==> src/rtl/core/nrss_pkg.sv <==
// Package of the nearest request seek scheduler: payload word types,
// command and status structs between controller and datapath, and constants.
// No dependencies.
package nrss_pkg;

   localparam int POS_W  = 10;
   localparam int CNT_W  = 16;
   localparam int SUM_W  = 32;
   // Seek distance counter; wide enough for head plus one step past the end.
   localparam int DIST_W = 12;

   localparam logic KIND_ADD   = 1'b0;
   localparam logic KIND_SERVE = 1'b1;

   localparam logic [CNT_W-1:0] COUNT_MAX = 16'hFFFF;

   typedef struct packed {
      logic             kind;
      logic [POS_W-1:0] position;
   } req_type;

   typedef struct packed {
      logic             found;
      logic [POS_W-1:0] moved;
      logic [POS_W-1:0] head_now;
      logic [SUM_W-1:0] total_moved;
   } rsp_type;

   typedef struct packed {
      logic take_item;
      logic scan;
      logic scan_start;
      logic scan_step;
      logic add_write;
      logic commit;
      logic give_none;
      logic clear_write;
      logic load_out;
   } cmd_type;

   typedef struct packed {
      logic clear_last;
      logic hit;
      logic scan_end;
      logic out_free;
   } sts_type;

endpackage

==> src/rtl/core/nrss_ctrl.sv <==
// Controller of the nearest request seek scheduler: sequences the clearing
// pass, add and serve items and the result hand-off. Uses nrss_pkg.
module nrss_ctrl (
   input  logic             clock,
   input  logic             reset,
   input  logic             req_valid,
   input  logic             req_kind,
   output logic             req_ready,
   input  nrss_pkg::sts_type sts,
   output nrss_pkg::cmd_type cmd
);

   typedef enum logic [2:0] {
      ST_CLEAR,
      ST_IDLE,
      ST_ADD_READ,
      ST_ADD_WRITE,
      ST_SCAN,
      ST_RESULT
   } state_type;

   state_type state_ff;

   assign req_ready = (state_ff == ST_IDLE);

   // Command decode from the current state and status.
   always_comb begin
      cmd = '0;
      case (state_ff)
         ST_CLEAR: begin
            cmd.clear_write = 1'b1;
         end
         ST_IDLE: begin
            cmd.take_item  = req_valid;
            cmd.scan_start = req_valid && (req_kind == nrss_pkg::KIND_SERVE);
         end
         ST_ADD_READ: begin
            cmd.scan = 1'b0;
         end
         ST_ADD_WRITE: begin
            cmd.add_write = 1'b1;
         end
         ST_SCAN: begin
            cmd.scan = 1'b1;
            if (sts.hit) begin
               cmd.commit = 1'b1;
            end else if (sts.scan_end) begin
               cmd.give_none = 1'b1;
            end else begin
               cmd.scan_step = 1'b1;
            end
         end
         ST_RESULT: begin
            cmd.load_out = sts.out_free;
         end
         default: begin
            cmd = '0;
         end
      endcase
   end

   // State register.
   always_ff @(posedge clock) begin
      if (reset) begin
         state_ff <= ST_CLEAR;
      end else begin
         case (state_ff)
            ST_CLEAR: begin
               if (sts.clear_last) state_ff <= ST_IDLE;
            end
            ST_IDLE: begin
               if (req_valid) begin
                  state_ff <= (req_kind == nrss_pkg::KIND_SERVE) ? ST_SCAN : ST_ADD_READ;
               end
            end
            ST_ADD_READ: begin
               state_ff <= ST_ADD_WRITE;
            end
            ST_ADD_WRITE: begin
               state_ff <= ST_IDLE;
            end
            ST_SCAN: begin
               if (sts.hit || sts.scan_end) state_ff <= ST_RESULT;
            end
            ST_RESULT: begin
               if (sts.out_free) state_ff <= ST_IDLE;
            end
            default: begin
               state_ff <= ST_IDLE;
            end
         endcase
      end
   end

endmodule

==> config.mk <==
export PLATFORM = sky130hd
export DESIGN_NAME = nrss_ctrl
export DESIGN_NICKNAME = d
export VERILOG_FILES = /design/src/rtl/core/nrss_pkg.sv /design/src/rtl/core/nrss_ctrl.sv
export SDC_FILE = /design/constraint.sdc
export NUM_CORES = 1
export LEC_CHECK = 0
export BUFFER_PORTS_ARGS = -buffer_cell sky130_fd_sc_hd__buf_2
export CAP_MARGIN = 20
export CORE_AREA = 2 2 39 41
export DETAILED_ROUTE_END_ITERATION = 7
export DIE_AREA = 0 0 41 43
export PLACE_DENSITY = 0.49
export SLEW_MARGIN = 5
export SYNTH_ARGS = -nofsm -noshare
export SYNTH_HDL_FRONTEND = slang
export SYNTH_SLANG_ARGS = --single-unit
==> constraint.sdc <==
create_clock -name clock -period 3.69 [get_ports clock]
set_clock_uncertainty 0.05 [all_clocks]
set_input_delay 0.1845 -clock clock [delete_from_list [all_inputs] [get_ports clock]]
set_output_delay 0.1845 -clock clock [all_outputs]
set_load 0.01 [all_outputs]
Yosys cells after proc, flatten, opt, wreduce, memory -nomap -nowiden
Cells that the tools add are included.
{"block": "word_totals", "regBits": 3, "out_inout_bits": 10, "wordCells": 33}
{"block": "classes", "eq_ne": 9, "n_mux": 19, "reduce_logical": 4}
{"op": "$mux W3", "n": 5}
{"op": "$pmux W3 S5", "n": 1}
{"op": "$mux W1", "n": 12}
{"op": "$ne A2 B2 Y1 const B", "n": 4}
{"op": "$eq A3 B2 Y1 const B", "n": 2}
{"op": "$eq A3 B3 Y1 const B", "n": 2}
{"op": "$reduce_and A4 Y1", "n": 1}
{"op": "$eq A3 B1 Y1 const B", "n": 1}
{"op": "$logic_not A3 Y1", "n": 1}
{"op": "$mux W2", "n": 1}
{"op": "$logic_and A1 B1 Y1", "n": 1}
{"op": "$logic_or A1 B1 Y1", "n": 1}

Longest topological paths before layout
{"block": "depth", "depth_word": 3, "depth_mapped": 4, "ltp_nobuf": 3}

Worst setup path before layout
Ideal clock, no wire load.
{"block": "synth_path", "path_kind": "reg2out", "start": "reg state_ff[1]", "end": "out cmd[2] (netlist bit)", "arrival_ns": 1.080, "path_slack_ns": 2.376, "path_stages_with_launch": 4, "path_buffers": 1, "path_cell_list": "dfxtp_1 -> buf_6 -> or3b_4 -> nor3b_2"}
{"item": "from (decl)", "line_no": "nrss_ctrl.sv:22", "rtl": "state_type state_ff;"}
{"item": "from (signal assigned)", "line_no": "nrss_ctrl.sv:73", "rtl": "state_ff <= (req_kind == nrss_pkg::KIND_SERVE) ? ST_SCAN : ST_ADD_READ;"}
{"item": "to (decl)", "line_no": "nrss_ctrl.sv:10", "rtl": "output nrss_pkg::cmd_type cmd"}

==> out/metrics.cfg <==
[outcome]
run_status=complete, no violations

[logic_synthesis]
ys_top_cells_by_area=dfxtp_1 (24%), buf_6 (13%), a211oi_1 (9.0%), and2_1 (7.5%), nor3_4 (6.5%)
syn_inst=30
synth_seq_area_share=0.239
syn-mean-instance-area_um2=8.38
synth_area_um2=251
synthesized_net_count=38
post_synth_num_cell_types=17
synthDominantCellAreaShare=0.239
yosys_register_bits=3
yosys_warns=0
yosysTopAreaCell=dfxtp_1

[cts]
root_buffer=clkbuf_4
cts_sinks=3
max_buffers_root_to_sink=2
tritoncts=yes
holdBufCountCts=0
post_cts.resized_instances=0
cts_setup_buffers=0
h-tree-depth=1
clock_latency_on_the_worst_skew_pair_ns=0.23
cts_made_buffers=3
clk_pin_slew_worst_paths_ns=0.04

[grt]
global_route_wire_length_before_repair_um=786
first_global_vias=209
grt-ovfl-total=0
grt.total_usage=0.0692
global_route.usage.met3=0.0471
use_met2=0.0969
globalRoute.busiestLayer=met2
number_of_antenna_violations_at_the_first_check_in_global_routing=0
met1_usage=0.0737
largest_net_degree_at_the_start_of_global_routing=10

[setup_path]
timing.critical_path.from_type=flop
worstPathRequired_ns=3.46
critical_path.max_fanout=9
crit_type=flop to primary output
r2r-start=state_ff[2]
endpoint_kind=primary output
startpoint_of_the_worst_setup_timing_path=state_ff[2]
critical_path_arrival_ns=1.47

[drt]
detailed_route_via_count=257
dr.pass1.iters=1
detailedRoute.firstIterationViolations=0
antenna_left=0
vias_per_cell=4.02
wl_per_cell_um=8.84
wl_um=566
post-route-drc-count=0

[pwr]
seq_power_share=0.329
worst_ir_drop_vdd_uv=108
leakagePower_nw=0.170
internal-power_mw=0.0872
power.clock.fraction=0.474
p_sw_mw=0.0331
power_frac_comb=0.197
design_power_total_mw=0.120
power.density_nw_per_um2=344
switching_share=0.275

[placed_design]
hpwlAfterDp_um=457
gp_congestion=0.746
io_buffers=17

[floorplan]
boundaryPins=18
row_count=14
initial_utilization=0.182
die_w_um=41
floorplan.core_area_um2=1380
die_h_um=43
design.die.area_um2=1760

[sta]
worst-slew-pin-transition_ns=0.276
finalSetupViolCount=0
post-route-period-util=0.461
rsz0062_at_grt=no
pins_over_their_slew_limit=0
period_needed_ns=1.70
final_hold_violation_count=0
maxSlewHeadroom=0.816
timing.fmax_mhz=588
tns_ns=0
hold-worst-slack_ns=0.106

[min_path]
worst_hold_check_path_type=input pin to flop
hp-start=reset

[finish]
num-fill-cells=160
drive_gt1_frac=0.521
design.final.nets=57
register_area_um2=60.1
multiInputGateArea_um2=154
registers_with_the_most_flip_flops=state_ff x3
largest_register_ff_count=3
registers.top_by_ff_count=state_ff
areaGrowthSynthToFinish_pct=38.8
ant_diodes=0
most_common_cell_after_layout_fill_and_taps_aside=buf_2

[flow_run]
maxCapViolCount=0

-- final cells by class --
| class | instances | share of cell area |
|---|---|---|
| timing repair buffer | 17 | 0.244 |
| multi-input combinational | 23 | 0.441 |
| inverter | 1 | 0.0108 |
| tap | 16 | 0.0573 |
| sequential | 3 | 0.172 |
| clock buffer | 4 | 0.0753 |
-- layer usage --
layer	wire length, um	vias up
li1	-	136
met1	252	107
met2	236	14
met3	77	0
met4	0	0
met5	0	-
-- path summary, 6_finish.rpt --
check / end / slack [ns] / cells past startpoint
worst min register to register: state_ff[2] / 0.52 / 2
worst min-delay path: state_ff[1] / 0.11 / 2
worst max-delay path: cmd[2] / 1.99 / 3
worst max register to register: state_ff[0] / 2.41 / 3
-- critical path: stages (launching register included) --
cell     delay, ns
dfxtp_1       0.46
or3b_4        0.45
nor3b_2       0.18
buf_2         0.14
-- synthesized netlist by cell type --
cell and instances:
nand2_2 1, or3_1 1, or2b_1 1, nor3_1 2, inv_2 1, or3b_4 1, nor3b_2 1, nand2b_1 1
nor3_4 1, o21ai_0 1, a211oi_1 3, nor2_1 3, buf_6 3, nand4b_1 1, nand2_1 3, dfxtp_1 3
and2_1 3
-- cells by family after synthesis --
logic type | after synthesis | synth area share
buffers and inverters | 4 | 0.149
AOI/OAI and AO/OA | 4 | 0.109
and+or+nand+nor | 19 | 0.503
DFF | 3 | 0.239
-- through the flow --
| stage | std cells | setup slack, ns | util | instance area [um2] |
|---|---|---|---|---|
| 6_report | 64 | 1.99 | 0.252 | 349 |
| 2_1_floorplan | 30 | 2.38 | - | 251 |
| 4_1_cts | 64 | 1.98 | 0.252 | 349 |
| 5_1_grt | 64 | 1.93 | 0.252 | 349 |
| 3_3_place_gp | 60 | 2.25 | 0.233 | 323 |
| 3_5_place_dp | 60 | 2.23 | 0.233 | 323 |
-- power by group through the flow --
stage	Sequential, mW	Clock [mW]	Combinational [mW]
3_3_place_gp	0.0400	0	0.0241
4_1_cts	0.0394	0.0596	0.0242
6_report	0.0395	0.0570	0.0237
3_5_place_dp	0.0399	0	0.0241
5_1_grt	0.0400	0.0615	0.0264
2_1_floorplan	0.0361	0	0.0200
Note: power is estimated with default switching activity, not from simulation.
